--- src/rtl/sst_pkg.sv ---
// Shared types and codes for the sorted set table.
// Command and status codes, controller states and the control/status structs.
// Used by sst_ctrl, sst_dpath and sorted_set_table; depends on nothing.
`default_nettype none

package sst_pkg;

  localparam int DEPTH_DEF      = 256;
  localparam int VALUE_BITS_DEF = 32;
  localparam int CMD_W          = 3;
  localparam int STAT_W         = 2;

  localparam logic [CMD_W-1:0] CMD_SEARCH = 3'd0;
  localparam logic [CMD_W-1:0] CMD_INSERT = 3'd1;
  localparam logic [CMD_W-1:0] CMD_REMOVE = 3'd2;
  localparam logic [CMD_W-1:0] CMD_INS_AT = 3'd3;
  localparam logic [CMD_W-1:0] CMD_DEL_AT = 3'd4;
  localparam logic [CMD_W-1:0] CMD_CLEAR  = 3'd5;

  localparam logic [STAT_W-1:0] ST_DONE   = 2'd0;
  localparam logic [STAT_W-1:0] ST_ABSENT = 2'd1;
  localparam logic [STAT_W-1:0] ST_FULL   = 2'd2;
  localparam logic [STAT_W-1:0] ST_BADPOS = 2'd3;

  typedef enum logic [1:0] {
    OP_NONE,
    OP_INS,
    OP_DEL
  } op_kind_t;

  typedef enum logic [3:0] {
    S_IDLE,
    S_DECODE,
    S_SRCH_RD,
    S_SRCH_CMP,
    S_RESOLVE,
    S_UP_RD,
    S_UP_WR,
    S_PUT,
    S_DN_RD,
    S_DN_WR,
    S_FETCH,
    S_FINISH
  } ctrl_state_t;

  typedef struct packed {
    logic load;
    logic srch_step;
    logic srch_cmp;
    logic resolve;
    logic up_step;
    logic up_write;
    logic put;
    logic dn_step;
    logic dn_write;
    logic fetch;
    logic finish;
  } ctrl_cmd_t;

  typedef struct packed {
    logic     is_search;
    logic     srch_more;
    logic     srch_eq;
    op_kind_t op;
    logic     up_more;
    logic     dn_more;
    logic     out_busy;
  } dp_stat_t;

endpackage

`default_nettype wire

--- src/rtl/sst_ctrl.sv ---
// Controller state machine of the sorted set table.
// Sequences search probes, entry shifts, the result fetch and the output load.
// Depends on sst_pkg.
`default_nettype none

module sst_ctrl
  import sst_pkg::*;
(
  input  logic      clk,
  input  logic      rst_n,
  input  logic      in_tvalid,
  output logic      in_tready,
  input  dp_stat_t  stat,
  output ctrl_cmd_t cmd
);

  ctrl_state_t state_r;
  ctrl_state_t state_nxt;

  always_ff @(posedge clk) begin
    if (!rst_n) begin
      state_r <= S_IDLE;
    end else begin
      state_r <= state_nxt;
    end
  end

  always_comb begin
    state_nxt = state_r;
    cmd       = '0;
    in_tready = 1'b0;
    case (state_r)
      S_IDLE: begin
        in_tready = 1'b1;
        if (in_tvalid) begin
          cmd.load  = 1'b1;
          state_nxt = S_DECODE;
        end
      end
      S_DECODE: begin
        state_nxt = stat.is_search ? S_SRCH_RD : S_RESOLVE;
      end
      S_SRCH_RD: begin
        cmd.srch_step = 1'b1;
        state_nxt     = stat.srch_more ? S_SRCH_CMP : S_RESOLVE;
      end
      S_SRCH_CMP: begin
        cmd.srch_cmp = 1'b1;
        state_nxt    = stat.srch_eq ? S_RESOLVE : S_SRCH_RD;
      end
      S_RESOLVE: begin
        cmd.resolve = 1'b1;
        case (stat.op)
          OP_INS:  state_nxt = S_UP_RD;
          OP_DEL:  state_nxt = S_DN_RD;
          default: state_nxt = S_FETCH;
        endcase
      end
      S_UP_RD: begin
        cmd.up_step = 1'b1;
        state_nxt   = stat.up_more ? S_UP_WR : S_PUT;
      end
      S_UP_WR: begin
        cmd.up_write = 1'b1;
        state_nxt    = S_UP_RD;
      end
      S_PUT: begin
        cmd.put   = 1'b1;
        state_nxt = S_FETCH;
      end
      S_DN_RD: begin
        cmd.dn_step = 1'b1;
        state_nxt   = stat.dn_more ? S_DN_WR : S_FETCH;
      end
      S_DN_WR: begin
        cmd.dn_write = 1'b1;
        state_nxt    = S_DN_RD;
      end
      S_FETCH: begin
        cmd.fetch = 1'b1;
        state_nxt = S_FINISH;
      end
      S_FINISH: begin
        if (!stat.out_busy) begin
          cmd.finish = 1'b1;
          state_nxt  = S_IDLE;
        end
      end
      default: begin
        state_nxt = S_IDLE;
      end
    endcase
  end

endmodule

`default_nettype wire

--- config.mk ---
export PLATFORM = sky130hd
export DESIGN_NAME = sst_ctrl
export DESIGN_NICKNAME = d
export VERILOG_FILES = /design/src/rtl/sst_pkg.sv /design/src/rtl/sst_ctrl.sv
export SDC_FILE = /design/constraint.sdc
export NUM_CORES = 1
export LEC_CHECK = 0
export ABC_AREA = 1
export BUFFER_PORTS_ARGS = -buffer_cell sky130_fd_sc_hd__buf_2
export CORE_AREA = 4 4 41 43
export CTS_BUF_LIST = sky130_fd_sc_hd__clkbuf_8
export DETAILED_ROUTE_END_ITERATION = 6
export DIE_AREA = 0 0 45 47
export GPL_TIMING_DRIVEN = 1
export PLACE_DENSITY_LB_ADDON = 0.3
export SLEW_MARGIN = 20
export SYNTH_ARGS = -nofsm -noshare
export SYNTH_HDL_FRONTEND = slang
export SYNTH_SLANG_ARGS = --single-unit
--- constraint.sdc ---
create_clock -name clk -period 3.2 [get_ports clk]
set_input_delay 0.16 -clock clk [delete_from_list [all_inputs] [get_ports clk]]
set_output_delay 0.16 -clock clk [all_outputs]
set_load 0.03 [all_outputs]
==> run summary, run 1 <==
Status = completed
Combinational family with the most area after synthesis = simple AND/OR/NAND/NOR gates
Critical Setup Path Class = reg -> out
Library cell with the largest summed area after synthesis = sky130_fd_sc_hd__dfxtp_1
Area of the die = 0.00212 mm2
Final setup violation count = 0
Final-layout setup total negative slack = 0 ps
Complex-gate fraction of the synthesized area = 0.0818
Wire length of the first global-routing pass = 1880 um
Worst rel slew slack = 0.832
Estimated wirelength of the detail-placed design = 983 um
Worst-case vdd ir drop = 271 uV
Simple-gate share of the synthesized area = 0.512
Worst hold-check slack = 160 ps
Post-synthesis cell type count = 15
Multiplexer fraction of the synthesized cell area = 0
Global placer's final weighted congestion = 0.841
Cts bufs inserted = 3
Leakage power summed over all cells = 0.000382 uW
Dominant cell type by count on the critical path = sky130_fd_sc_hd__nor2_1
Ordered list of cells on the worst path = nor2_1 > nand2_1 > nor2_1 > buf_2
Multi-input combinational cell area = 258 um2
Critical path's largest stage delay = 340 ps
Via-per-instance ratio = 4.53
Post-synthesis cell area = 413 um2
H-tree depth reported by CTS = 1
Worst hold start = rst_n
Worst Path Max Fanout = 6
Transition time at the pin with the least slew margin = 251 ps
Setup repair after global routing missed its margin = false
Total of cells resized after clock tree synthesis = 0
Worst setup startpoint = state_r[0]
Slew Limit Fails = 0
Synthesized instance count = 79
Antenna diode count = 0
I/O pins = 23
Final Cycle Share = 0.449
DRC marker count from the first detailed-route iteration = 18
Effective utilization at floorplan = 0.317
Placement Rows = 13
Areal power density over the cells = 827 mW/mm2
Largest registers = state_r: 4 flops
Synthesis-to-finish area growth = 41.2%
Die H = 47 um
Postcts setup bufs = 0
Area contributors post-synth = sky130_fd_sc_hd__dfxtp_1 (19%), sky130_fd_sc_hd__nand2_1 (19%), sky130_fd_sc_hd__inv_1 (18%)
Register with the highest flop count = state_r
Via count of the first global-routing pass = 467
Total chip power = 482 uW
Routed length per instance = 9.66 um
Number of fill cells = 152
Area share of the largest cell type after synthesis = 0.194
Master cell of the clock root buffer = sky130_fd_sc_hd__clkbuf_8
Total iterations of the first detailed-routing run = 4
Detailed-route DRC error count = 0
Max cap viols = 0
Worst-Skew Late Latency = 220 ps
Number of vias in the routed layout = 539
Floorplan die width = 45 um
Proportion of synthesized chip area in sequential cells = 0.194
Clock skew after layout = 3.77 ps
Layout cells sized above 1 = 0.279
Number of nets in the finished design = 118
Combined flip-flop and latch cell area = 80.1 um2
Antenna violations before repair = 0
Critical path required time = 3040 ps
Cell with the largest stage delay on the worst path = sky130_fd_sc_hd__dfxtp_1
Clock slew at the register clock pins of the worst setup and hold paths = 30 ps
Warnings from Yosys = 0
Class of the tightest hold or removal check = in -> reg
Net count after synthesis = 91
Post-synthesis share of cell area spent on full adders, half adders and majority gates = 0.0303
Mean Syn Cell Area = 5.23 um2
FMAX = 696 MHz
IO buf count = 22
Category of the worst setup path launch point = register
Largest net degree at the start of global routing = 7
Sinks on the clock net = 4
Number of register bits inferred by synthesis = 4
Maximum buffer depth of the clock tree = 2
Capturing element type of the critical path = output pin
Largest register FFs = 4
Number of buffers inserted for hold repair after clock tree synthesis = 0
Floorplan core area = 0.00130 mm2
Drt total wl = 1150 um
Reg2Reg Launch Point = state_r[0]
Fraction of synthesized cell area in xor and xnor cells = 0
Critical path arrival = 1280 ps
Aggregate global-route resource usage = 0.129
Number of routed nets with antenna violations = 0
Overflow left after global routing = 0
Clock period minus worst slack = 1440 ps
TritonCTS clock tree = done
Final count of hold timing violations = 0
layer usage:
layer,wire length (um),share of wire,track usage,vias to the layer above
met5,0,0,0,-
met4,9,0.0078,0.0702,0
met3,131,0.11,0.0728,2
met2,557,0.48,0.209,23
met1,450,0.39,0.132,223
li1,-,-,-,291
cell usage after synthesis:
cell,number
sky130_fd_sc_hd__nor2_4,1
sky130_fd_sc_hd__nand2_1,21
sky130_fd_sc_hd__o211ai_1,1
sky130_fd_sc_hd__inv_1,20
sky130_fd_sc_hd__nand3_1,4
sky130_fd_sc_hd__a21oi_1,2
sky130_fd_sc_hd__nor3_1,2
sky130_fd_sc_hd__o22ai_1,1
sky130_fd_sc_hd__nand4_1,2
sky130_fd_sc_hd__dfxtp_1,4
sky130_fd_sc_hd__nand3b_1,1
sky130_fd_sc_hd__ha_1,1
sky130_fd_sc_hd__nor2_2,3
sky130_fd_sc_hd__o21ai_0,2
sky130_fd_sc_hd__nor2_1,14
path summary, 6_finish.rpt:
path,to,slack [ps],depth (start not counted)
worst min-delay path,state_r[3],160,3
worst max-delay path,cmd[10],1760,4
worst max register to register,state_r[0],1990,6
worst min register to register,state_r[0],620,2
logic make-up after synthesis:
family                     count (synthesis)
and+or+nand+nor                           48
buffers and inverters                     20
AOI/OAI and AO/OA                          6
DFF                                        4
adders and majority gates                  1
where the power goes:
| part | internal [uW] | switching [uW] |
|---|---|---|
| registers | 67.1 | 18.9 |
| logic | 86.6 | 203 |
| clock network | 80.2 | 26.7 |
placed cells by master, fill, tap and decap left out, drive strengths merged:
| cell type | synthesis | final |
|---|---|---|
| dfxtp | 4 | 4 |
| a21oi | 2 | 2 |
| o22ai | 1 | 1 |
| nand4 | 2 | 2 |
| nand3b | 1 | 1 |
| nor2 | 18 | 18 |
| nand2 | 21 | 21 |
| o211ai | 1 | 1 |
| nor3 | 2 | 2 |
| clkbuf | 0 | 3 |
| inv | 20 | 20 |
| buf | 0 | 22 |
| ha | 1 | 1 |
| o21ai | 2 | 2 |
| nand3 | 4 | 4 |
critical path: cells and delay by family (launching register included):
kind                   cells  cell delay, ps
and+or+nand+nor            3             510
buffers and inverters      1             200
DFF                        1             340
stage by stage:
step | worst slack (ps) | instance area, um2 | util | cells
floorplan | 1790 | 413 | - | 79
global placement | 1990 | 542 | 0.416 | 116
detailed placement | 1980 | 542 | 0.416 | 116
CTS | 1740 | 583 | 0.448 | 119
global route | 1690 | 583 | 0.448 | 119
finish | 1760 | 583 | 0.448 | 119
final cells by class:
cell class / instances / area share
clock buffers: 3 / 0.0708
inverters: 20 / 0.129
multi-input cells: 55 / 0.442
flip-flops and latches: 4 / 0.137
well taps: 15 / 0.0322
repair buffers: 22 / 0.189
No activity file was read; power rests on OpenSTA's default activity.
==> inputs of run 2 (changes only) <==
--- a/config.mk
+++ b/config.mk
@@ -5,12 +5,12 @@
 export SDC_FILE = /design/constraint.sdc
 export NUM_CORES = 1
 export LEC_CHECK = 0
-export ABC_AREA = 1
+export ABC_AREA = 0
 export BUFFER_PORTS_ARGS = -buffer_cell sky130_fd_sc_hd__buf_2
-export CORE_AREA = 4 4 41 43
+export CORE_MARGIN = 4
+export CORE_UTILIZATION = 34
 export CTS_BUF_LIST = sky130_fd_sc_hd__clkbuf_8
 export DETAILED_ROUTE_END_ITERATION = 6
-export DIE_AREA = 0 0 45 47
 export GPL_TIMING_DRIVEN = 1
 export PLACE_DENSITY_LB_ADDON = 0.3
 export SLEW_MARGIN = 20
==> constraint.sdc (replaced) <==
create_clock -name clk -period 1.2 [get_ports clk]
set_input_delay 0.06 -clock clk [delete_from_list [all_inputs] [get_ports clk]]
set_output_delay 0.06 -clock clk [all_outputs]
set_load 0.03 [all_outputs]
==> run 2 against run 1 <==
The run now ends with negative setup slack left. Wire length up 46%. Critical path depth unchanged. Setup slack got worse by 1800 ps. Core utilization increased by 29 points. Sequential share of layout area decreased by 3.8 points. Power rose to 4.9 times the previous value. Design area rose by 65%. Largest cell class unchanged.
==> run summary, run 2 <==
Worst-case vdd ir drop = 1270 uV
Worst rel slew slack = 0.814
Master cell of the clock root buffer = sky130_fd_sc_hd__clkbuf_8
Critical Setup Path Class = reg -> out
Reg-to-reg setup timing slack = 0 ps
Critical path arrival = 1220 ps
Leakage power summed over all cells = 0.000439 uW
Final count of hold timing violations = 0
Net count after synthesis = 77
Share of total power consumed by net switching = 0.426
Layout cells sized above 1 = 0.641
Share of async-settable or async-resettable flops after synthesis = 0
Final setup violation count = 9
Wire length of the first global-routing pass = 2670 um
Category of the worst setup path launch point = register
Proportion of synthesized chip area in sequential cells = 0.172
H-tree depth reported by CTS = 1
Clock skew after layout = 3.89 ps
FMAX = 783 MHz
Overflow left after global routing = 0
Depth of the worst hold-timing path = 3
Areal power density over the cells = 2440 mW/mm2
Psw = 1000 uW
Worst hold-check slack = 178 ps
Status = finished with violations
IO buf count = 22
Warnings from Yosys = 0
Clock period minus worst slack = 1280 ps
Reg power frac = 0.148
Number of buffers inserted for hold repair after clock tree synthesis = 0
Effective utilization at floorplan = 0.359
Number of nets in the finished design = 117
Most repeated cell in the gate-level netlist after synthesis = sky130_fd_sc_hd__nor2_1
Routed length on met1 = 648 um
Count of flip-flops with a built-in enable after synthesis = 0
Sinks on the clock net = 4
Mean Syn Cell Area = 7.18 um2
Violations in the final reports = negative setup slack
I/O pins = 23
Portion of total power attributed to combinational logic = 0.730
Synthesized instance count = 65
TritonCTS clock tree = done
Leading post-synthesis cells by instance count = sky130_fd_sc_hd__nor2_1 (6), sky130_fd_sc_hd__buf_2 (5), sky130_fd_sc_hd__inv_1 (5), sky130_fd_sc_hd__nor3_1 (5)
Synthesis-to-finish area growth = 106%
Clock slew at the register clock pins of the worst setup and hold paths = 40 ps
Number of routed nets with antenna violations = 0
R2R depth = 3
Most common cell after layout, fill and taps aside = sky130_fd_sc_hd__buf_4
Instance area at placement = 689 um2
Worst-Skew Late Latency = 220 ps
Setup repair after global routing missed its margin = true
Via-per-instance ratio = 5.45
Die H = 45.1 um
Aggregate global-route resource usage = 0.175
Drt total wl = 1680 um
Slew Limit Fails = 0
Area share of the largest cell type after synthesis = 0.172
Number of register bits inferred by synthesis = 4
Number of vias in the routed layout = 643
Global placer's final weighted congestion = 0.889
Largest net degree at the start of global routing = 13
Register with the highest flop count = state_r
Library cell with the largest summed area after synthesis = sky130_fd_sc_hd__dfxtp_1
Post-synthesis cell area = 467 um2
Largest register FFs = 4
Power share of the clock group = 0.122
Transition time at the pin with the least slew margin = 278 ps
Capturing element type of the critical path = output pin
Crit path setup slack, layout = -77.8 ps
Floorplan core area = 0.00130 mm2
DRC marker count from the first detailed-route iteration = 4
Detailed-route DRC error count = 0
Total iterations of the first detailed-routing run = 4
Critical path required time = 1140 ps
Antenna violations before repair = 0
Commonest cells after routing, fill and taps aside = sky130_fd_sc_hd__buf_4 (17), sky130_fd_sc_hd__buf_6 (13), sky130_fd_sc_hd__buf_2 (10)
Floorplan die width = 45.1 um
Post-synth top flop = sky130_fd_sc_hd__dfxtp_1
Placement Rows = 13
Largest registers = state_r: 4 flops
Maximum buffer depth of the clock tree = 2
Detail Route met3 WL = 93 um
Routed length per instance = 14.2 um
Antenna diode count = 0
Routed length on met2 = 887 um
Max cap viols = 0
Highest Signal Layer = met4
Area contributors post-synth = sky130_fd_sc_hd__dfxtp_1 (17%), sky130_fd_sc_hd__buf_2 (5.4%), sky130_fd_sc_hd__nand2b_1 (5.4%)
Class of the tightest hold or removal check = in -> reg
Post-synthesis cell type count = 34
Area of the die = 0.00203 mm2
Via count of the first global-routing pass = 618
Finished layout cell area = 961 um2
Cts bufs inserted = 3
Pint = 1350 uW
Worst Path Max Fanout = 6
Final Cycle Share = 1.06
==> run 2: cell count changes after synthesis, moves of 4 or more <==
| cell | before | now |
|---|---|---|
| sky130_fd_sc_hd__buf_2 | 0 | 5 |
| sky130_fd_sc_hd__inv_1 | 20 | 5 |
| sky130_fd_sc_hd__nand2_1 | 21 | 1 |
| sky130_fd_sc_hd__nand2b_1 | 0 | 4 |
| sky130_fd_sc_hd__nor2_1 | 14 | 6 |
| sky130_fd_sc_hd__nor2b_1 | 0 | 4 |
==> run 2: logic make-up (layout without fill, tap and decap cells) <==
family / after synthesis / in the layout / synth area share
buf+inv: 10 / 48 / 0.0938
flops: 4 / 4 / 0.172
compound gates: 15 / 15 / 0.231
simple gates: 35 / 35 / 0.477
fa+ha+maj: 1 / 1 / 0.0268
==> run 2: path summary, 6_finish.rpt <==
path                end       start
max             cmd[10]  state_r[0]
min          state_r[3]       rst_n
max reg2reg  state_r[0]  state_r[1]
min reg2reg  state_r[2]  state_r[3]
==> run 2: routing by layer <==
layer / up-vias / track usage
li1: 312 / -
met1: 301 / 0.222
met2: 24 / 0.302
met3: 6 / 0.0398
met4: 0 / 0.0351
met5: - / 0
==> run 2: power by group through the flow <==
stage	sequential [uW]	clock, uW	combinational (uW)
after floorplan	249	0	859
after global placement	314	0	1120
after detailed placement	317	0	1150
after CTS	331	279	1370
after global routing	360	297	1830
final	346	287	1710
==> run 2: critical path, cell delays in order (launching register included) <==
cell,delay (ps)
sky130_fd_sc_hd__dfxtp_4,350
sky130_fd_sc_hd__buf_6,120
sky130_fd_sc_hd__nor4_4,220
sky130_fd_sc_hd__and2_4,180
sky130_fd_sc_hd__buf_6,120
==> run 2: cell type report <==
type	instances	area, um2
clock buffer	3	41.3
fill	102	340
inverter	5	18.8
multi-input combinational	51	463
sequential	4	95.1
tap	15	18.8
timing repair buffer	40	324
==> run 2: stage by stage <==
| step | utilization | total power [uW] | cells | setup TNS [ps] | setup slack (ps) |
|---|---|---|---|---|---|
| after floorplan | - | 1110 | 65 | -678 | -182 |
| after global placement | 0.530 | 1440 | 108 | -122 | -104 |
| after detailed placement | 0.530 | 1470 | 108 | -110 | -79.7 |
| after CTS | 0.643 | 1980 | 114 | -224 | -87.6 |
| after global routing | 0.738 | 2480 | 118 | -856 | -129 |
| final | 0.738 | 2350 | 118 | -298 | -77.8 |
==> run 2: repair_timing <==
item                       in CTS  in global routing
setup buffers                   3                  4
setup endpoints to repair      14                 16
pin swaps                       2                  5
resized for setup              26                 25
